===== src/assert_macros.svh =====
// ---------------------------------------------------------------------------
// Assertion macros for the bin to channel gather unit
// Clocked on clk, switched off while rst_n is low.
// ---------------------------------------------------------------------------
`ifndef ASSERT_MACROS_SVH
`define ASSERT_MACROS_SVH

// Property must hold at every clock edge out of reset
`define BCG_ASSERT(lbl, prop, msg) \
    lbl: assert property (@(posedge clk) disable iff (!rst_n) (prop)) \
        else $error(msg);

// Condition must never be seen at a clock edge out of reset
`define BCG_NEVER(lbl, cond, msg) \
    `BCG_ASSERT(lbl, !(cond), msg)

`endif


===== src/bcg_pkg.sv =====
// ---------------------------------------------------------------------------
// bcg_pkg
// Shared widths, codes, types and divide helpers for the gather unit.
// ---------------------------------------------------------------------------
`timescale 1ns / 1ps
`default_nettype none

package bcg_pkg;

    // Fixed field widths
    localparam int SAMPLE_W   = 32;
    localparam int IDX_W      = 12;
    localparam int IN_LANES   = 4;
    localparam int OUT_LANES  = 4;
    localparam int MAP_W      = 48;
    localparam int GRP_NUM_W  = 10;
    localparam int MAX_GRP_W  = 12;    // GROUPS is at most 4096
    localparam int DIV_W      = 13;    // holds any divisor up to 4096

    // Reciprocal divide: exact for 12-bit dividends and divisors up to 4096
    localparam int RECIP_SH   = 26;
    localparam int RECIP_W    = 27;

    // Result queue, power of two
    localparam int FIFO_DEPTH = 8;

    // Parameter defaults
    localparam int DEF_BINS_PER_CLOCK = 4;
    localparam int DEF_RES_PER_CLOCK  = 4;
    localparam int DEF_GROUPS         = 1024;

    typedef enum logic {
        ACT_BIN = 1'b0,
        ACT_MAP = 1'b1
    } action_t;

    // Memory clearing sweep after reset
    typedef struct packed {
        logic                 active;
        logic [MAX_GRP_W-1:0] addr;
    } clr_t;

    // Per-item control travelling down the pipeline
    typedef struct packed {
        logic                 valid;
        logic                 frame_end;
        logic [GRP_NUM_W-1:0] group_number;
    } meta_t;

    // Quotient of x by the divisor whose reciprocal is m
    function automatic logic [IDX_W-1:0] recip_quot(
        input logic [IDX_W-1:0]   x,
        input logic [RECIP_W-1:0] m
    );
        logic [IDX_W+RECIP_W-1:0] p;
        p = (IDX_W+RECIP_W)'(x) * (IDX_W+RECIP_W)'(m);
        return p[RECIP_SH +: IDX_W];
    endfunction

    // Remainder from a known quotient
    function automatic logic [IDX_W-1:0] quot_rem(
        input logic [IDX_W-1:0] x,
        input logic [IDX_W-1:0] q,
        input logic [DIV_W-1:0] d
    );
        logic [IDX_W+DIV_W-1:0] p;
        p = (IDX_W+DIV_W)'(q) * (IDX_W+DIV_W)'(d);
        return x - p[IDX_W-1:0];
    endfunction

endpackage

`default_nettype wire


===== src/bcg_out_if.sv =====
// ---------------------------------------------------------------------------
// bcg_out_if
// Output channel: gathered channel samples with group tag.
// ---------------------------------------------------------------------------
`timescale 1ns / 1ps
`default_nettype none

interface bcg_out_if;
    logic                           valid;
    logic                           ready;
    logic [bcg_pkg::SAMPLE_W-1:0]   res_iq_0;
    logic [bcg_pkg::SAMPLE_W-1:0]   res_iq_1;
    logic [bcg_pkg::SAMPLE_W-1:0]   res_iq_2;
    logic [bcg_pkg::SAMPLE_W-1:0]   res_iq_3;
    logic                           frame_end;
    logic [bcg_pkg::GRP_NUM_W-1:0]  group_number;

    modport source (
        output valid, res_iq_0, res_iq_1, res_iq_2, res_iq_3,
               frame_end, group_number,
        input  ready
    );

    modport sink (
        input  valid, res_iq_0, res_iq_1, res_iq_2, res_iq_3,
               frame_end, group_number,
        output ready
    );
endinterface

`default_nettype wire


===== src/bcg_out_fifo.sv =====
// ---------------------------------------------------------------------------
// bcg_out_fifo
// Result queue in front of the output channel; absorbs results still in
// the pipeline when the sink stalls.
// ---------------------------------------------------------------------------
`timescale 1ns / 1ps
`default_nettype none
`include "assert_macros.svh"

module bcg_out_fifo (
    input  logic                                          clk,
    input  logic                                          rst_n,
    input  bcg_pkg::meta_t                                push_meta,
    input  logic [bcg_pkg::SAMPLE_W*bcg_pkg::OUT_LANES-1:0] push_iq,
    output logic                                          pop,
    bcg_out_if.source                                     out_ch
);
    import bcg_pkg::*;

    localparam int PTR_W = $clog2(FIFO_DEPTH);
    localparam int CNT_W = $clog2(FIFO_DEPTH + 1);
    localparam int ENT_W = SAMPLE_W * OUT_LANES + 1 + GRP_NUM_W;

    logic [ENT_W-1:0] fifo_mem [FIFO_DEPTH];
    logic [PTR_W-1:0] wr_ptr_reg, rd_ptr_reg;
    logic [CNT_W-1:0] count_reg, count_next;
    logic             push;
    logic [ENT_W-1:0] head;

    assign push = push_meta.valid;
    assign pop  = out_ch.valid && out_ch.ready;

    // Occupancy
    always_comb
    begin
        count_next = count_reg + CNT_W'(push) - CNT_W'(pop);
    end

    always_ff @(posedge clk or negedge rst_n)
    begin
        if (!rst_n)
        begin
            wr_ptr_reg <= '0;
            rd_ptr_reg <= '0;
            count_reg  <= '0;
        end
        else
        begin
            if (push)
                wr_ptr_reg <= wr_ptr_reg + 1'b1;
            if (pop)
                rd_ptr_reg <= rd_ptr_reg + 1'b1;
            count_reg <= count_next;
        end
    end

    // Storage
    always_ff @(posedge clk)
    begin
        if (push)
            fifo_mem[wr_ptr_reg] <= {push_meta.frame_end, push_meta.group_number, push_iq};
    end

    // Head of queue to the channel
    assign head                = fifo_mem[rd_ptr_reg];
    assign out_ch.valid        = (count_reg != '0);
    assign out_ch.res_iq_0     = head[0*SAMPLE_W +: SAMPLE_W];
    assign out_ch.res_iq_1     = head[1*SAMPLE_W +: SAMPLE_W];
    assign out_ch.res_iq_2     = head[2*SAMPLE_W +: SAMPLE_W];
    assign out_ch.res_iq_3     = head[3*SAMPLE_W +: SAMPLE_W];
    assign out_ch.group_number = head[SAMPLE_W*OUT_LANES +: GRP_NUM_W];
    assign out_ch.frame_end    = head[ENT_W-1];

    // Checks
    `BCG_NEVER(a_no_overflow, push && !pop && count_reg == CNT_W'(FIFO_DEPTH), "result queue overflow")

endmodule

`default_nettype wire


===== src/flat_wrapper.sv =====
// flat-port wrapper written by rule: the top's interface ports become plain ports
module bcg_out_fifo_flat import bcg_pkg::*;
  (clk, rst_n, push_meta, push_iq, pop, out_ch_valid, out_ch_res_iq_0, out_ch_res_iq_1, out_ch_res_iq_2, out_ch_res_iq_3, out_ch_frame_end, out_ch_group_number, out_ch_ready);
  bcg_out_if out_ch_i ();
  input  logic clk;
  input  logic rst_n;
  input  bcg_pkg::meta_t push_meta;
  input  logic [bcg_pkg::SAMPLE_W*bcg_pkg::OUT_LANES-1:0] push_iq;
  output logic pop;
  output wire logic [$bits(out_ch_i.valid)-1:0] out_ch_valid;
  output wire logic [$bits(out_ch_i.res_iq_0)-1:0] out_ch_res_iq_0;
  output wire logic [$bits(out_ch_i.res_iq_1)-1:0] out_ch_res_iq_1;
  output wire logic [$bits(out_ch_i.res_iq_2)-1:0] out_ch_res_iq_2;
  output wire logic [$bits(out_ch_i.res_iq_3)-1:0] out_ch_res_iq_3;
  output wire logic [$bits(out_ch_i.frame_end)-1:0] out_ch_frame_end;
  output wire logic [$bits(out_ch_i.group_number)-1:0] out_ch_group_number;
  input wire logic [$bits(out_ch_i.ready)-1:0] out_ch_ready;
  assign out_ch_valid = out_ch_i.valid;
  assign out_ch_res_iq_0 = out_ch_i.res_iq_0;
  assign out_ch_res_iq_1 = out_ch_i.res_iq_1;
  assign out_ch_res_iq_2 = out_ch_i.res_iq_2;
  assign out_ch_res_iq_3 = out_ch_i.res_iq_3;
  assign out_ch_frame_end = out_ch_i.frame_end;
  assign out_ch_group_number = out_ch_i.group_number;
  assign out_ch_i.ready = out_ch_ready;
  bcg_out_fifo u_core (.clk(clk), .rst_n(rst_n), .push_meta(push_meta), .push_iq(push_iq), .pop(pop), .out_ch(out_ch_i));
endmodule

===== config.mk =====
export PLATFORM = sky130hd
export DESIGN_NAME = bcg_out_fifo_flat
export DESIGN_NICKNAME = d
export VERILOG_FILES = /design/src/bcg_pkg.sv /design/src/bcg_out_if.sv /design/src/bcg_out_fifo.sv /design/src/flat_wrapper.sv
export VERILOG_INCLUDE_DIRS = /design/src /design/src/src
export SDC_FILE = /design/constraint.sdc
export NUM_CORES = 1
export LEC_CHECK = 0
export BUFFER_PORTS_ARGS = -buffer_cell sky130_fd_sc_hd__buf_2
export CAP_MARGIN = 20
export CORE_ASPECT_RATIO = 0.8
export CORE_UTILIZATION = 62
export CTS_BUF_LIST = sky130_fd_sc_hd__clkbuf_8
export DETAILED_ROUTE_END_ITERATION = 12
export HOLD_SLACK_MARGIN = 0.15
export PLACE_DENSITY = 0.81
export SLEW_MARGIN = 20
export SYNTH_ARGS = -nofsm -noshare
export SYNTH_HDL_FRONTEND = slang
export SYNTH_SLANG_ARGS = --single-unit

===== constraint.sdc =====
create_clock -name clk -period 15 [get_ports clk]
set_input_delay 1.5 -clock clk [delete_from_list [all_inputs] [get_ports clk]]
set_output_delay 1.5 -clock clk [all_outputs]
set_load 0.02 [all_outputs]

==> impl_metrics.tcl <==
set metrics [dict create \
    via_per_inst 6.03 \
    drtAntennaViolNets 0 \
    synth_top_family_by_area "multiplexers" \
    dp_hpwl_um 42500 \
    path_cells "buf_12 > buf_4 > mux4_2 > mux2_2 > buf_2" \
    grtUsageTotal_pct 23.6 \
    clk_latency_ps 770 \
    syn-num-nets 1812 \
    powerDensity_mw_per_mm2 194 \
    stdcell_count 3112 \
    syn_area_mm2 0.0423 \
    first_pass_iters 5 \
    grt_pass1_vias 19900 \
    power_uw 9240 \
    vias 18800 \
    yosysWarningCount 0 \
    clock_skew_ps 33.1 \
    area_delta_synth_final_pct 12.6 \
    p_leak_uw 0.0157 \
    min_path_type "in2async" \
    finalWeightedCongestion 0.720 \
    synth_ff_type "edfxtp_1" \
    largest_reg_flops 1112 \
    cts_sinks 1122 \
    overflow 0 \
    max_stage_delay_ps 1050 \
    grt_max_degree 140 \
    io_buffers 283 \
    post-cts-setup-buffers 0 \
    cts_tree "done" \
    yosys-top-cells-count "1,112 x edfxtp_1, 278 x mux4_2, 141 x mux2_2, 24 x buf_6, 22 x clkbuf_1" \
    root_buffer "clkbuf_8" \
    hold_buffers 0 \
    vdd_drop_max_mv 0.170 \
    timing.fmax_mhz 161 \
    r2r_start "u_core.wr_ptr_reg[1]" \
    rsz0062_at_grt "no" \
    synth-edff-count 1112 \
    wl_um 79700 \
    synth-compound-area-share_pct 0.0296 \
    final.fill_count 3848 \
    clockBufferDepth 3 \
    status "complete, no violations" \
    synth-seq-cells 1122 \
    grt_pass1_wl_um 119000 \
    slew_headroom_pct 27.6 \
    worst_pin_slew_ps 1090 \
    drc_errors 0 \
    final_nets 2212 \
    drive_gt1_share_pct 43.0 \
    yosysMostFrequentCell "edfxtp_1" \
    hold_viol_final 0 \
    seq_area_mm2 0.0337 \
    htree_num_levels 4 \
    critical_path_required_ps 13500 \
    path_clk_slew_ps 70 \
    multiInputGateArea_mm2 0.00816 \
    grt_antenna_before_repair 21 \
    die_w_um 294 \
    ys_types 21 \
    synthSimpleGateAreaFrac_pct 0.189 \
    io_pins 284 \
    synthMuxAreaShare_pct 18.6 \
    tns_ps 0 \
    post-route-min-period_ps 6210 \
    netlist.area_leader.share_pct 79.0 \
    startpoint_type "flip-flop" \
    crit_slowest_cell "dfrtp_4" \
    die_y_um 236 \
    finalSetupViolCount 0 \
    numCtsBuffers 162 \
    dp.cells 2810 \
    synthXorXnorAreaFrac_pct 0.124 \
    cp.arrival_ps 4710 \
    avgSynthCellArea_um2 25.5 \
    ys_seq_area_share_pct 79.6 \
    drt_iter0_drc 1476 \
    post_cts_resized 0 \
    endpoint_kind "output pin" \
    synth_fa_ha_area_share_pct 0.255 \
    initial_core_util_pct 62.8 \
    die_area_mm2 0.0692 \
    netlist.top_cell.by_area "edfxtp_1" \
    crit_start "u_core.rd_ptr_reg[0]" \
    crit_fanout 108 \
    drv_cap 0 \
    wire_per_inst_um 25.6 \
    syn_inst 1661 \
    async_flop_share_pct 0.891 \
    finalCritPeriodShare_pct 41.4 \
    core_area_mm2 0.0673 \
    slew_violations 0 \
    crit_type "reg2out" \
    rows 85 \
    yosys-top-cells-area "edfxtp_1 79%, mux4_2 15%, mux2_2 3.8%" \
]
[final timing paths]
path / endpoint / slack, ps / cells after the start
worst max-delay path: out_ch_res_iq_3[5] / 8790 / 5
worst min-delay path: u_core.wr_ptr_reg[0] / 580 / 1
worst max register to register: u_core.fifo_mem[0][85] / 11800 / 4
worst min register to register: u_core.wr_ptr_reg[1] / 580 / 1
max in group asynchronous: u_core.rd_ptr_reg[1] / 14180 / 1
min in group clk: u_core.wr_ptr_reg[1] / 580 / 1
[per-stage QoR]
| step | util, % | hold slack [ps] | area (um^2) | worst slack [ps] |
|---|---|---|---|---|
| floorplan | - | 517 | 42300 | 3220 |
| global placement | 66.3 | 539 | 44700 | 9530 |
| detailed placement | 66.4 | 562 | 44700 | 9480 |
| CTS | 70.6 | 505 | 47600 | 8610 |
| global route | 70.7 | 539 | 47600 | 8410 |
| finish | 70.7 | 579 | 47600 | 8790 |
[cell usage in the layout, fill, tap and decap left out]
cell type | netlist | routed
a21o_1 | 1 | 1
a21oi_1 | 1 | 1
buf_12 | 0 | 4
buf_2 | 19 | 283
buf_4 | 0 | 27
bufinv_16 | 0 | 1
clkbuf_8 | 0 | 163
clkinv_1 | 0 | 38
clkinv_2 | 0 | 17
clkinv_4 | 0 | 1
clkinv_8 | 0 | 3
clkinvlp_4 | 0 | 5
dfrtp_1 | 10 | 7
dfrtp_4 | 0 | 3
diode_2 | 0 | 11
edfxtp_1 | 1112 | 1112
fa_1 | 1 | 1
ha_1 | 7 | 7
inv_1 | 9 | 66
inv_12 | 0 | 1
inv_6 | 0 | 5
mux2_2 | 141 | 141
mux4_2 | 278 | 278
nand2_1 | 4 | 4
nand2b_1 | 3 | 3
nand3_1 | 1 | 1
nor2_4 | 0 | 6
nor3_2 | 0 | 2
or3b_2 | 1 | 1
xnor2_1 | 4 | 4
xor2_1 | 2 | 2
[cell families (layout without fill, tap and decap cells)]
kind of cell             after synthesis  count (layout)
AO/OA/AOI/OAI                          2               2
multiplexers                         419             419
adder cells (fa/ha/maj)                8               8
flip-flops                          1122            1122
buffers and inverters                 87             614
AND/OR/NAND/NOR                       17              17
other                                  0              11
XOR/XNOR                               6               6
[power by group]
group	leakage [uW]	switching, uW	internal (uW)
Clock	0.00167	1100	1040
Combinational	0.00377	1660	1330
Sequential	0.0102	175	3940
Total	0.0157	2930	6310
[worst max-delay path: cells and delay by family (launching register included)]
family,cells,cell delay (ps)
mux,2,910
buf+inv,3,1610
flops,1,1050
[area by class of cell]
| class | instances | share of cell area, % |
|---|---|---|
| sequential | 1122 | 70.7 |
| multi-input combinational | 452 | 17.1 |
| clock buffer | 163 | 4.71 |
| timing repair buffer | 314 | 3.57 |
| tap | 913 | 2.40 |
| clock inverter | 128 | 1.32 |
| inverter | 9 | 0.0710 |
| antenna | 11 | 0.0578 |
[layer usage]
metal | vias to the layer above | track usage (%) | wire (um)
met3 | 128 | 6.48 | 5870
li1 | 7991 | - | -
met1 | 9954 | 31.8 | 31800
met5 | - | 0 | 161
met4 | 26 | 7.37 | 1410
met2 | 661 | 38.1 | 40400
Power figures use the tool's default switching activity.
