## config.mk

```make
export PLATFORM = sky130hd
export DESIGN_NAME = bcg_index_calc
export DESIGN_NICKNAME = d
export VERILOG_FILES = /design/src/assert_macros.svh /design/src/bcg_pkg.sv /design/src/bcg_index_calc.sv
export SDC_FILE = /design/constraint.sdc
export NUM_CORES = 1
export LEC_CHECK = 0
export BUFFER_PORTS_ARGS = -buffer_cell sky130_fd_sc_hd__buf_2
export CAP_MARGIN = 20
export CORE_AREA = 10 10 169 171
export CTS_CLUSTER_SIZE = 10
export DETAILED_ROUTE_END_ITERATION = 8
export DIE_AREA = 0 0 179 181
export PLACE_DENSITY = 0.61
export SLEW_MARGIN = 20
export SYNTH_ARGS = -nofsm -noshare
export SYNTH_HDL_FRONTEND = slang
export SYNTH_SLANG_ARGS = --single-unit
```

## constraint.sdc

```tcl
create_clock -name clk -period 1.1 [get_ports clk]
set_input_delay 0.22 -clock clk [delete_from_list [all_inputs] [get_ports clk]]
set_output_delay 0.22 -clock clk [all_outputs]
set_load 0.005 [all_outputs]
```

## src/assert_macros.svh

```systemverilog
// ---------------------------------------------------------------------------
// Assertion macros for the bin to channel gather unit
// Clocked on clk, switched off while rst_n is low.
// ---------------------------------------------------------------------------
`ifndef ASSERT_MACROS_SVH
`define ASSERT_MACROS_SVH

// Property must hold at every clock edge out of reset
`define BCG_ASSERT(lbl, prop, msg) \
    lbl: assert property (@(posedge clk) disable iff (!rst_n) (prop)) \
        else $error(msg);

// Condition must never be seen at a clock edge out of reset
`define BCG_NEVER(lbl, cond, msg) \
    `BCG_ASSERT(lbl, !(cond), msg)

`endif

```

## src/bcg_pkg.sv

```systemverilog
// ---------------------------------------------------------------------------
// bcg_pkg
// Shared widths, codes, types and divide helpers for the gather unit.
// ---------------------------------------------------------------------------
`timescale 1ns / 1ps
`default_nettype none

package bcg_pkg;

    // Fixed field widths
    localparam int SAMPLE_W   = 32;
    localparam int IDX_W      = 12;
    localparam int IN_LANES   = 4;
    localparam int OUT_LANES  = 4;
    localparam int MAP_W      = 48;
    localparam int GRP_NUM_W  = 10;
    localparam int MAX_GRP_W  = 12;    // GROUPS is at most 4096
    localparam int DIV_W      = 13;    // holds any divisor up to 4096

    // Reciprocal divide: exact for 12-bit dividends and divisors up to 4096
    localparam int RECIP_SH   = 26;
    localparam int RECIP_W    = 27;

    // Result queue, power of two
    localparam int FIFO_DEPTH = 8;

    // Parameter defaults
    localparam int DEF_BINS_PER_CLOCK = 4;
    localparam int DEF_RES_PER_CLOCK  = 4;
    localparam int DEF_GROUPS         = 1024;

    typedef enum logic {
        ACT_BIN = 1'b0,
        ACT_MAP = 1'b1
    } action_t;

    // Memory clearing sweep after reset
    typedef struct packed {
        logic                 active;
        logic [MAX_GRP_W-1:0] addr;
    } clr_t;

    // Per-item control travelling down the pipeline
    typedef struct packed {
        logic                 valid;
        logic                 frame_end;
        logic [GRP_NUM_W-1:0] group_number;
    } meta_t;

    // Quotient of x by the divisor whose reciprocal is m
    function automatic logic [IDX_W-1:0] recip_quot(
        input logic [IDX_W-1:0]   x,
        input logic [RECIP_W-1:0] m
    );
        logic [IDX_W+RECIP_W-1:0] p;
        p = (IDX_W+RECIP_W)'(x) * (IDX_W+RECIP_W)'(m);
        return p[RECIP_SH +: IDX_W];
    endfunction

    // Remainder from a known quotient
    function automatic logic [IDX_W-1:0] quot_rem(
        input logic [IDX_W-1:0] x,
        input logic [IDX_W-1:0] q,
        input logic [DIV_W-1:0] d
    );
        logic [IDX_W+DIV_W-1:0] p;
        p = (IDX_W+DIV_W)'(q) * (IDX_W+DIV_W)'(d);
        return x - p[IDX_W-1:0];
    endfunction

endpackage

`default_nettype wire

```

## src/bcg_index_calc.sv

```systemverilog
// ---------------------------------------------------------------------------
// bcg_index_calc
// Splits each 12-bit bin index of a map entry into cache word and lane,
// and carries the bin word alongside.
// ---------------------------------------------------------------------------
`timescale 1ns / 1ps
`default_nettype none

module bcg_index_calc #(
    parameter int  BINS_PER_CLOCK = bcg_pkg::DEF_BINS_PER_CLOCK,
    parameter int  RES_PER_CLOCK  = bcg_pkg::DEF_RES_PER_CLOCK,
    parameter int  GROUPS         = bcg_pkg::DEF_GROUPS,
    localparam int STORE_LANES    = (BINS_PER_CLOCK < bcg_pkg::IN_LANES) ?
                                    BINS_PER_CLOCK : bcg_pkg::IN_LANES,
    localparam int USE_LANES      = (RES_PER_CLOCK < bcg_pkg::OUT_LANES) ?
                                    RES_PER_CLOCK : bcg_pkg::OUT_LANES,
    localparam int LANE_W         = (BINS_PER_CLOCK > 1) ? $clog2(BINS_PER_CLOCK) : 1,
    localparam int GRP_W          = $clog2(GROUPS)
) (
    input  logic                                        clk,
    input  logic                                        rst_n,
    input  bcg_pkg::meta_t                              p1_meta,
    input  logic [bcg_pkg::SAMPLE_W*STORE_LANES-1:0]    p1_iq,
    input  logic [GRP_W-1:0]                            p1_slot,
    input  logic [bcg_pkg::MAP_W-1:0]                   map_rdata,
    output bcg_pkg::meta_t                              p3_meta,
    output logic [bcg_pkg::SAMPLE_W*STORE_LANES-1:0]    p3_iq,
    output logic [GRP_W-1:0]                            p3_slot,
    output logic [USE_LANES-1:0][bcg_pkg::IDX_W-1:0]    p3_q,
    output logic [USE_LANES-1:0][bcg_pkg::IDX_W-1:0]    p3_q2,
    output logic [USE_LANES-1:0][LANE_W-1:0]            p3_lane
);
    import bcg_pkg::*;

    localparam int IQ_W = SAMPLE_W * STORE_LANES;
    localparam logic [RECIP_W-1:0] B_RECIP =
        RECIP_W'((2**RECIP_SH + BINS_PER_CLOCK - 1) / BINS_PER_CLOCK);
    localparam logic [RECIP_W-1:0] G_RECIP =
        RECIP_W'((2**RECIP_SH + GROUPS - 1) / GROUPS);

    meta_t                             p2_meta_reg, p3_meta_reg;
    logic [IQ_W-1:0]                   p2_iq_reg, p3_iq_reg;
    logic [GRP_W-1:0]                  p2_slot_reg, p3_slot_reg;
    logic [USE_LANES-1:0][IDX_W-1:0]   p2_bin_reg;
    logic [USE_LANES-1:0][IDX_W-1:0]   p2_q_reg;
    logic [USE_LANES-1:0][IDX_W-1:0]   p3_q_reg;
    logic [USE_LANES-1:0][IDX_W-1:0]   p3_q2_reg;
    logic [USE_LANES-1:0][LANE_W-1:0]  p3_lane_reg;

    // Item control
    always_ff @(posedge clk or negedge rst_n)
    begin
        if (!rst_n)
        begin
            p2_meta_reg <= '0;
            p3_meta_reg <= '0;
        end
        else
        begin
            p2_meta_reg <= p1_meta;
            p3_meta_reg <= p2_meta_reg;
        end
    end

    // Stage 2: bin / BINS_PER_CLOCK; stage 3: lane and quotient / GROUPS
    always_ff @(posedge clk)
    begin
        p2_iq_reg   <= p1_iq;
        p2_slot_reg <= p1_slot;
        p3_iq_reg   <= p2_iq_reg;
        p3_slot_reg <= p2_slot_reg;
        for (int i = 0; i < USE_LANES; i++)
        begin
            p2_bin_reg[i]  <= map_rdata[i*IDX_W +: IDX_W];
            p2_q_reg[i]    <= recip_quot(map_rdata[i*IDX_W +: IDX_W], B_RECIP);
            p3_lane_reg[i] <= LANE_W'(quot_rem(p2_bin_reg[i], p2_q_reg[i],
                                               DIV_W'(BINS_PER_CLOCK)));
            p3_q_reg[i]    <= p2_q_reg[i];
            p3_q2_reg[i]   <= recip_quot(p2_q_reg[i], G_RECIP);
        end
    end

    assign p3_meta = p3_meta_reg;
    assign p3_iq   = p3_iq_reg;
    assign p3_slot = p3_slot_reg;
    assign p3_q    = p3_q_reg;
    assign p3_q2   = p3_q2_reg;
    assign p3_lane = p3_lane_reg;

endmodule

`default_nettype wire

```

==> results.sh, run 1 <==
export IMPL_cts_tree="built"
export IMPL_vdd_drop_max_v=0.00162
export IMPL_rsz0062_at_grt="true"
export IMPL_clk_path_buf_depth=3
export IMPL_status="finished, violations left"
export IMPL_area_growth_pct=70.6
export IMPL_reg2reg_to="p3_meta[8]"
export IMPL_cts_root_buf="clkbuf_16"
export IMPL_p_total_mw=29.7
export IMPL_power_switching_mw=5.76
export IMPL_antenna_found_initial=2
export IMPL_cts_num_sinks=396
export IMPL_setup_viol=198
export IMPL_synthAdderAreaFrac_pct=0
export IMPL_synthTopCellsByCount="372 x dfxtp_1, 56 x buf_4, 24 x dfrtp_1"
export IMPL_start_util_pct=33.8
export IMPL_grt_pass1_vias=6200
export IMPL_synth_edf_count=0
export IMPL_report_final_slew_viol_count=0
export IMPL_hold_path_class="in2async"
export IMPL_fp_dieH_um=181
export IMPL_synth_top_cell_area_share_pct=87.9
export IMPL_syn_inst=453
export IMPL_path_max_fanout=1
export IMPL_clkLatencyLatePin_ps=520
export IMPL_hpwl_um=16400
export IMPL_cp_required_ps=880
export IMPL_drt_iter0_markers=135
export IMPL_grt_overflow_total=0
export IMPL_synth_compound_area_share_pct=0
export IMPL_drt_pass1_iter_count=4
export IMPL_arrival_ps=1030
export IMPL_finalCritPeriodShare_pct=113
export IMPL_yosysSeqAreaShare_pct=95.0
export IMPL_grt_max_degree=25
export IMPL_synth_top_family_by_area="buffers and inverters"
export IMPL_dieArea_um2=32400
export IMPL_synth_top_cells_by_area="dfxtp_1 88%, dfrtp_1 7.1%, buf_4 5.0%, conb_1 0.044%"
export IMPL_synthMuxAreaShare_pct=0
export IMPL_port_buffers=397
export IMPL_cts_buffers_inserted=45
export IMPL_cp_cell_sequence="buf_2"
export IMPL_ys_types=4
export IMPL_fmax_mhz=802
export IMPL_crit_buf_inv=1
export IMPL_layout_setup_ws_ps=-146
export IMPL_vias_per_cell=3.76
export IMPL_wl_um=25100
export IMPL_synth_area_um2=8470
export IMPL_boundaryPins=454
export IMPL_finalHoldWorstSlack_ps=249
export IMPL_cap_violations=0
export IMPL_fin_setup_tns_ps=-10930
export IMPL_p_sw_share_pct=19.4
export IMPL_fin_area_um2=14500
export IMPL_post_cts_setup_buffers=0
export IMPL_grt_first_pass_wirelength_um=34900
export IMPL_violations="setup timing"
export IMPL_rrSetupSlack_ps=580
export IMPL_dpl_cell_area_um2=10700
export IMPL_p_int_mw=24.0
export IMPL_finalCriticalPeriod_ps=1250
export IMPL_ys_flop_type="dfxtp_1"
export IMPL_slowest_stage="dfrtp_1"
export IMPL_async_reset_ff_share_pct=6.06
export IMPL_htree_levels=2
export IMPL_clk_pin_slew_worst_paths_ps=60
export IMPL_path_class="reg2out"
export IMPL_ys_seq_elements=396
export IMPL_drive_gt1_share_pct=47.6
export IMPL_critPathTopFamily="flip-flops"
export IMPL_rr_startpoint="p2_meta_reg[8]"
export IMPL_die_w_um=179
export IMPL_crit_path_end_kind="output port"
export IMPL_slew_headroom_pct=64.8
export IMPL_fin_cells=1438
export IMPL_tightest_slew_ps=528
export IMPL_yosysMostFrequentCell="dfxtp_1"
export IMPL_final_nets=1295
export IMPL_combPwrFrac_pct=5.7
export IMPL_power_density_nw_per_um2=2060
export IMPL_p_leak_nw=6.75
export IMPL_synth_top_area_cell="dfxtp_1"
export IMPL_yosys_area_share_simple_pct=0
export IMPL_yosys_warnings=0
export IMPL_p_clk_share_pct=42.4
export IMPL_core_um2=25000
export IMPL_start_kind="flop"
export IMPL_ant_nets=0
export IMPL_avgSynthCellArea_um2=18.7
export IMPL_cpPeakStageDelay_ps=370
export IMPL_placed_cells=1179
export IMPL_vias=5413
export IMPL_rows=58
export IMPL_grt_usage_pct=14.0
export IMPL_drc_errors=0
export IMPL_wl_per_cell_um=17.4
export IMPL_power_frac_seq_pct=51.9
export IMPL_gp_congestion=0.768
export IMPL_synth_xor_area_share_pct=0
export IMPL_finalHoldViolations=0
export IMPL_r2r_cells=0
export IMPL_fin_skew_ps=12.4
export IMPL_fillers=1841
## area by class of cell
cell class              instances  area [µm²]  area share, %
repair buffers                596        4450           30.8
diodes                          2        5.00         0.0346
multi-input cells              56         210           1.45
flip-flops and latches        396        8150           56.4
clock inverters                 1        8.76         0.0606
well taps                     330         413           2.86
clock buffers                  57        1220           8.46
## per-layer routing
metal,global-route usage (%),vias up,wire (µm),share of wire [%]
li1,-,2554,-,-
met1,12.4,2474,7720,31
met2,25.6,326,13100,52
met3,7.26,59,3360,13
met4,5.66,0,850,3.4
met5,0,-,0,0
## through the flow
stage	util [%]	setup slack (ps)
2_1_floorplan	-	531
3_3_place_gp	42.6	416
3_5_place_dp	42.6	391
4_1_cts	55.7	-188
5_1_grt	57.7	-189
6_report	57.7	-146
## how the worst max path moves through the flow
stage | from | endpoint | slack [ps] | depth (start not counted)
6_report | p3_meta[11] | p3_meta[11] | -150 | 1
3_3_place_gp | p3_meta[7] | p3_meta[7] | 420 | 1
5_1_grt | p3_meta[7] | p3_meta[7] | -190 | 1
3_5_place_dp | p3_meta[7] | p3_meta[7] | 390 | 1
2_1_floorplan | p3_meta[0] | p3_meta[0] | 530 | 0
4_1_cts | p3_meta[7] | p3_meta[7] | -190 | 1
## cell usage in the layout, fill, tap and decap left out, types with 2 or more instances in the layout
| cell type | count |
|---|---|
| diode_2 | 2 |
| dfxtp_2 | 80 |
| buf_6 | 75 |
| clkbuf_16 | 47 |
| buf_2 | 322 |
| clkbuf_1 | 9 |
| dfxtp_1 | 292 |
| dlygate4sd3_1 | 199 |
| conb_1 | 56 |
| dfrtp_1 | 24 |
## logic make-up (layout without fill, tap and decap cells)
group	Yosys count	count (layout)
other	1	58
DFF	396	396
buffers and inverters	56	654
## power groups by stage
stage	clock network (mW)	logic [mW]	registers, mW
final	12.6	1.68	15.4
after global routing	13.5	1.82	15.5
after CTS	12.9	1.51	15.3
after detailed placement	0	0.908	15.6
after global placement	0	0.897	15.6
after floorplan	0	0.186	15.6
## timing repair
action	4_1_cts	5_1_grt
hold buffers	199	0
hold endpoints to repair	222	0
gates resized for setup	20	135
setup endpoints to repair	198	198
No activity file was read; power rests on OpenSTA's default activity.
==> run 2, diff against run 1 <==
CTS_BUF_LIST = sky130_fd_sc_hd__clkbuf_2   (was default)
==> results.sh, run 2 <==
export IMPL_status="stopped before the end"
export IMPL_haltStage="4_1_cts"
export IMPL_firstError="[ERROR RSZ-0060] Max buffer count reached."
export IMPL_synth_top_cells_by_area="dfxtp_1 88%, dfrtp_1 7.1%, buf_4 5.0%, conb_1 0.044%"
export IMPL_async_reset_ff_share_pct=6.06
export IMPL_ys_seq_elements=396
export IMPL_yosys_warnings=0
export IMPL_cts_buffers_inserted=92
export IMPL_synthTopCellsByCount="372 x dfxtp_1, 56 x buf_4, 24 x dfrtp_1"
export IMPL_ctsHoldBuffers=270
export IMPL_fp_dieH_um=181
export IMPL_clk_path_buf_depth=3
export IMPL_yosysSeqAreaShare_pct=95.0
export IMPL_start_util_pct=33.8
export IMPL_synth_top_cell_area_share_pct=87.9
export IMPL_synth_top_area_cell="dfxtp_1"
export IMPL_ys_flop_type="dfxtp_1"
export IMPL_post_cts_setup_buffers=0
export IMPL_cts_resized=28
export IMPL_yosysMostFrequentCell="dfxtp_1"
export IMPL_gp_congestion=0.768
export IMPL_cts_num_sinks=396
export IMPL_avgSynthCellArea_um2=18.7
export IMPL_cts_root_buf="clkbuf_2"
export IMPL_ys_types=4
export IMPL_rows=58
export IMPL_htree_levels=3
export IMPL_port_buffers=397
export IMPL_synth_area_um2=8470
export IMPL_die_w_um=179
export IMPL_syn_inst=453
export IMPL_preCtsSetupSlack_ps=391
export IMPL_boundaryPins=454
export IMPL_synth_edf_count=0
export IMPL_hpwl_um=16400
run 2: per-stage QoR:
step / utilization (%) / area, µm² / hold slack, ps / std cells
3_5_place_dp: 42.6 / 10700 / 218 / 1179
3_3_place_gp: 42.6 / 10700 / 210 / 1179
2_1_floorplan: - / 8680 / -75.6 / 508
run 2: cells by family after synthesis:
group | count (synthesis) | share of synthesized area [%]
buffers and inverters | 56 | 4.96
other | 1 | 0.0443
DFF | 396 | 95.0
==> run 3, diff against run 2 <==
CORE_AREA = 10 10 171 173   (was 10 10 169 171)
CTS_BUF_LIST = default   (was sky130_fd_sc_hd__clkbuf_2)
CTS_CLUSTER_SIZE = default   (was 10)
DIE_AREA = 0 0 181 183   (was 0 0 179 181)
PLACE_DENSITY = default   (was 0.61)
PLACE_DENSITY_LB_ADDON = 0.15   (was default)
==> results.sh, run 3 (synthesis results as in run 1) <==
export IMPL_status="finished, violations left"
export IMPL_violations="setup timing"
export IMPL_final_common_cell="buf_2"
export IMPL_hpwl_um=16900
export IMPL_path_depth=1
export IMPL_grt_overflow_total=0
export IMPL_htree_levels=2
export IMPL_arrival_ps=1040
export IMPL_p_leak_nw=6.79
export IMPL_rows=59
export IMPL_start_kind="flop"
export IMPL_cpPeakStageDelay_ps=380
export IMPL_finalCritPeriodShare_pct=114
export IMPL_clkLatencyLatePin_ps=510
export IMPL_wl_per_cell_um=16.3
export IMPL_seq_area_um2=8160
export IMPL_slew_headroom_pct=65.8
export IMPL_slowest_stage="dfrtp_1"
export IMPL_clk_pin_slew_worst_paths_ps=60
export IMPL_path_class="reg2out"
export IMPL_area_growth_pct=72.0
export IMPL_cts_num_sinks=396
export IMPL_fin_area_um2=14600
export IMPL_drt_iter0_markers=101
export IMPL_vias=5284
export IMPL_vias_per_cell=3.63
export IMPL_path_max_fanout=1
export IMPL_cp_cell_sequence="buf_2"
export IMPL_start_util_pct=32.9
export IMPL_drive_gt1_share_pct=48.7
export IMPL_rsz0062_at_grt="true"
export IMPL_grt_max_degree=25
export IMPL_finalHoldWorstSlack_ps=228
export IMPL_dieArea_um2=33100
export IMPL_drt_pass1_iter_count=3
export IMPL_wl_um=23700
export IMPL_die_w_um=181
export IMPL_final_nets=1289
export IMPL_cp_required_ps=880
export IMPL_crit_buf_inv=1
export IMPL_final_cell_mix="308 x buf_2, 284 x dfxtp_1, 199 x dlygate4sd3_1"
export IMPL_port_buffers=397
export IMPL_grt_first_pass_wirelength_um=34800
export IMPL_cts_root_buf="clkbuf_16"
export IMPL_fillers=2089
export IMPL_finalCriticalPeriod_ps=1260
export IMPL_fmax_mhz=795
export IMPL_fin_skew_ps=14.8
export IMPL_utilization_pct=56.5
export IMPL_antenna_found_initial=3
export IMPL_cts_buffers_inserted=39
export IMPL_vdd_drop_max_v=0.00146
export IMPL_post_cts_setup_buffers=0
export IMPL_tightest_slew_ps=513
export IMPL_gp_congestion=0.707
export IMPL_report_final_slew_viol_count=0
export IMPL_drc_errors=0
export IMPL_core_um2=25800
export IMPL_hold_path_class="in2async"
export IMPL_finalHoldViolations=0
export IMPL_fp_dieH_um=183
export IMPL_multi_input_area_um2=210
export IMPL_crit_path_end_kind="output port"
export IMPL_r2r_cells=0
export IMPL_cap_violations=0
export IMPL_layout_setup_ws_ps=-157
export IMPL_ant_nets=0
export IMPL_dpl_cell_area_um2=10700
export IMPL_clk_path_buf_depth=3
export IMPL_setup_viol=198
export IMPL_power_density_nw_per_um2=2030
export IMPL_grt_pass1_vias=5986
export IMPL_preCtsSetupSlack_ps=401
export IMPL_critPathTopFamily="flip-flops"
export IMPL_cts_tree="built"
export IMPL_boundaryPins=454
export IMPL_grt_usage_pct=13.4
[run 3: area by class of cell]
cell class / instances / area share, %
clock buffer: 57 / 7.79
clock inverter: 12 / 0.704
tap: 335 / 2.88
antenna: 3 / 0.0515
multi-input combinational: 56 / 1.44
sequential: 396 / 56.0
timing repair buffer: 596 / 31.1
[run 3: metal layers]
layer	track usage [%]	vias to the layer above	routed length [µm]	part of all wire (%)
met3	7.85	41	3150	13
met2	24.3	290	12400	52
met1	12.1	2393	7540	32
met5	0	-	0	0
li1	-	2560	-	-
met4	4.91	0	587	2.5
[run 3: final timing paths]
check / from / end / slack, ps
worst min-delay path: rst_n / p2_meta_reg[9] / 230
worst max-delay path: p3_meta[1] / p3_meta[1] / -160
worst max register to register: p2_meta_reg[10] / p3_meta[10] / 560
worst min register to register: p2_q_reg[5] / p3_q[5] / 320
min in group clk: p2_q_reg[5] / p3_q[5] / 320
max in group asynchronous: rst_n / p3_meta[1] / 520
[run 3: power by group]
part | switching, mW | internal, mW
combinational | 0.557 | 1.14
sequential | 0.216 | 15.2
clock | 5.14 | 7.41
total | 5.92 | 23.7
[run 3: per-stage QoR]
| step | setup TNS (ps) | power [mW] | cells |
|---|---|---|---|
| 2_1_floorplan | 0 | 15.8 | 508 |
| 3_3_place_gp | 0 | 16.5 | 1184 |
| 3_5_place_dp | 0 | 16.5 | 1184 |
| 4_1_cts | -15890 | 29.8 | 1452 |
| 5_1_grt | -19090 | 30.9 | 1454 |
| 6_report | -9930 | 29.6 | 1455 |
[run 3: repair_timing]
| action | in CTS | in global routing |
|---|---|---|
| hold buffers | 199 | 0 |
| endpoints found under the setup margin | 198 | 198 |
| endpoints found under the hold margin | 222 | 0 |
| gates resized for setup | 35 | 146 |
==> run 4, diff against run 3 <==
CORE_AREA = 10 10 167 169   (was 10 10 171 173)
DIE_AREA = 0 0 177 179   (was 0 0 181 183)
GPL_TIMING_DRIVEN = 0   (was default)
==> results.sh, run 4 (synthesis results as in run 1) <==
export IMPL_antenna_found_initial=1
export IMPL_vias=5478
export IMPL_final_cell_mix="320 x buf_2, 302 x dfxtp_1, 199 x dlygate4sd3_1"
export IMPL_fin_area_um2=14900
export IMPL_num_antenna_cells=0
export IMPL_power_frac_seq_pct=51.0
export IMPL_final_common_cell="buf_2"
export IMPL_layout_setup_ws_ps=-140
export IMPL_grt_pass1_vias=5952
export IMPL_start_kind="flop"
export IMPL_p_int_mw=24.1
export IMPL_final_nets=1345
export IMPL_p_clk_share_pct=42.9
export IMPL_crit_buf_inv=1
export IMPL_utilization_pct=60.3
export IMPL_grtUsageMet1_pct=13.9
export IMPL_power_switching_mw=6.04
export IMPL_gr_max_usage_layer="met2"
export IMPL_slowest_stage="dfrtp_1"
export IMPL_area_growth_pct=76.0
export IMPL_finalCriticalPeriod_ps=1240
export IMPL_finalCritPeriodShare_pct=113
export IMPL_gp_congestion=0.739
export IMPL_core_um2=24700
export IMPL_cp_required_ps=880
export IMPL_grt_first_pass_wirelength_um=34500
export IMPL_grt_max_degree=25
export IMPL_cap_violations=0
export IMPL_crit_path_end_kind="output port"
export IMPL_die_w_um=177
export IMPL_grt_usage_pct=14.3
export IMPL_violations="setup timing"
export IMPL_finalHoldWorstSlack_ps=241
export IMPL_critPathTopFamily="flip-flops"
export IMPL_cts_tree="built"
export IMPL_cts_root_buf="clkbuf_16"
export IMPL_wl_per_cell_um=16.5
export IMPL_power_density_nw_per_um2=2020
export IMPL_path_max_fanout=1
export IMPL_wl_um=24800
export IMPL_clkLatencyLatePin_ps=510
export IMPL_grt_use_met2_pct=25.7
export IMPL_vdd_drop_max_v=0.00130
export IMPL_fp_dieH_um=179
export IMPL_status="finished, violations left"
export IMPL_clk_path_buf_depth=3
export IMPL_slew_headroom_pct=63.5
export IMPL_globalRouteMet3Util_pct=7.20
export IMPL_path_class="reg2out"
export IMPL_dieArea_um2=31700
export IMPL_clk_pin_slew_worst_paths_ps=70
export IMPL_drive_gt1_share_pct=49.7
export IMPL_hpwl_um=17400
export IMPL_p_leak_nw=7.09
export IMPL_cpPeakStageDelay_ps=380
export IMPL_combPwrFrac_pct=6.2
export IMPL_drt_pass1_iter_count=4
export IMPL_boundaryPins=454
export IMPL_setup_viol=198
export IMPL_fmax_mhz=807
export IMPL_vias_per_cell=3.64
export IMPL_rows=58
export IMPL_report_final_slew_viol_count=0
export IMPL_p_total_mw=30.1
export IMPL_p_sw_share_pct=20.1
export IMPL_cts_num_sinks=396
export IMPL_post_cts_setup_buffers=0
export IMPL_start_util_pct=34.2
export IMPL_ant_nets=0
export IMPL_port_buffers=397
export IMPL_finalHoldViolations=0
export IMPL_drc_errors=0
export IMPL_arrival_ps=1020
export IMPL_drt_iter0_markers=172
export IMPL_htree_levels=2
export IMPL_hold_path_class="in2async"
export IMPL_cp_cell_sequence="buf_6"
export IMPL_dpl_cell_area_um2=11100
export IMPL_grt_overflow_total=0
export IMPL_rsz0062_at_grt="true"
export IMPL_fin_skew_ps=10.5
export IMPL_tightest_slew_ps=547
export IMPL_cts_buffers_inserted=39
## run 4: changes by cell type in the layout (fill, tap and decap cells not counted), moves of 2 or more
cell      previous run  this run
dfxtp_1            284       302
buf_4                0        56
buf_2              308       320
clkbuf_8             7         5
diode_2              3         0
dfxtp_2             88        70
buf_6               89        77
## run 4: metal layers
| layer | vias to the layer above | wire length [µm] |
|---|---|---|
| met5 | - | 7 |
| met4 | 2 | 462 |
| met3 | 36 | 2940 |
| met2 | 296 | 13000 |
| met1 | 2476 | 8410 |
| li1 | 2668 | - |
## run 4: cell type report
type / count / area (µm²)
Buffer: 56 / 420
Clock inverter: 14 / 139
Fill cell: 1882 / 9840
Timing Repair Buffer: 596 / 4460
Multi-Input combinational cell: 56 / 210
Clock buffer: 56 / 1130
Tap cell: 330 / 413
Sequential cell: 396 / 8140
## run 4: power by group through the flow
stage                     combinational, mW  sequential (mW)  clock, mW
after detailed placement               1.08             15.6          0
after CTS                              1.73             15.3       13.2
final                                  1.85             15.4       12.9
after global routing                   2.01             15.4       13.9
after global placement                 1.08             15.6          0
after floorplan                       0.186             15.6          0
## run 4: timing repair
item	CTS	global route
endpoints found under the setup margin	198	198
gates resized for setup	47	108
hold endpoints to repair	222	0
hold buffers	199	0
## run 4: path summary, 6_finish.rpt
check                           slack, ps             from  depth (start not counted)        endpoint
worst min-delay path                  240            rst_n                          2  p2_meta_reg[4]
max in group asynchronous             490            rst_n                          2  p2_meta_reg[5]
worst min register to register        320   p2_iq_reg[123]                          0      p3_iq[123]
min in group clk                      320   p2_iq_reg[123]                          0      p3_iq[123]
worst max register to register        620  p2_meta_reg[10]                          0     p3_meta[10]
worst max-delay path                 -140       p3_meta[7]                          1      p3_meta[7]
## run 4: per-stage QoR
step / worst slack, ps / setup TNS, ps / cells
2_1_floorplan: 531 / 0 / 508
3_3_place_gp: 374 / 0 / 1235
3_5_place_dp: 378 / 0 / 1235
4_1_cts: -168 / -14640 / 1504
5_1_grt: -176 / -17010 / 1504
6_report: -140 / -9170 / 1504
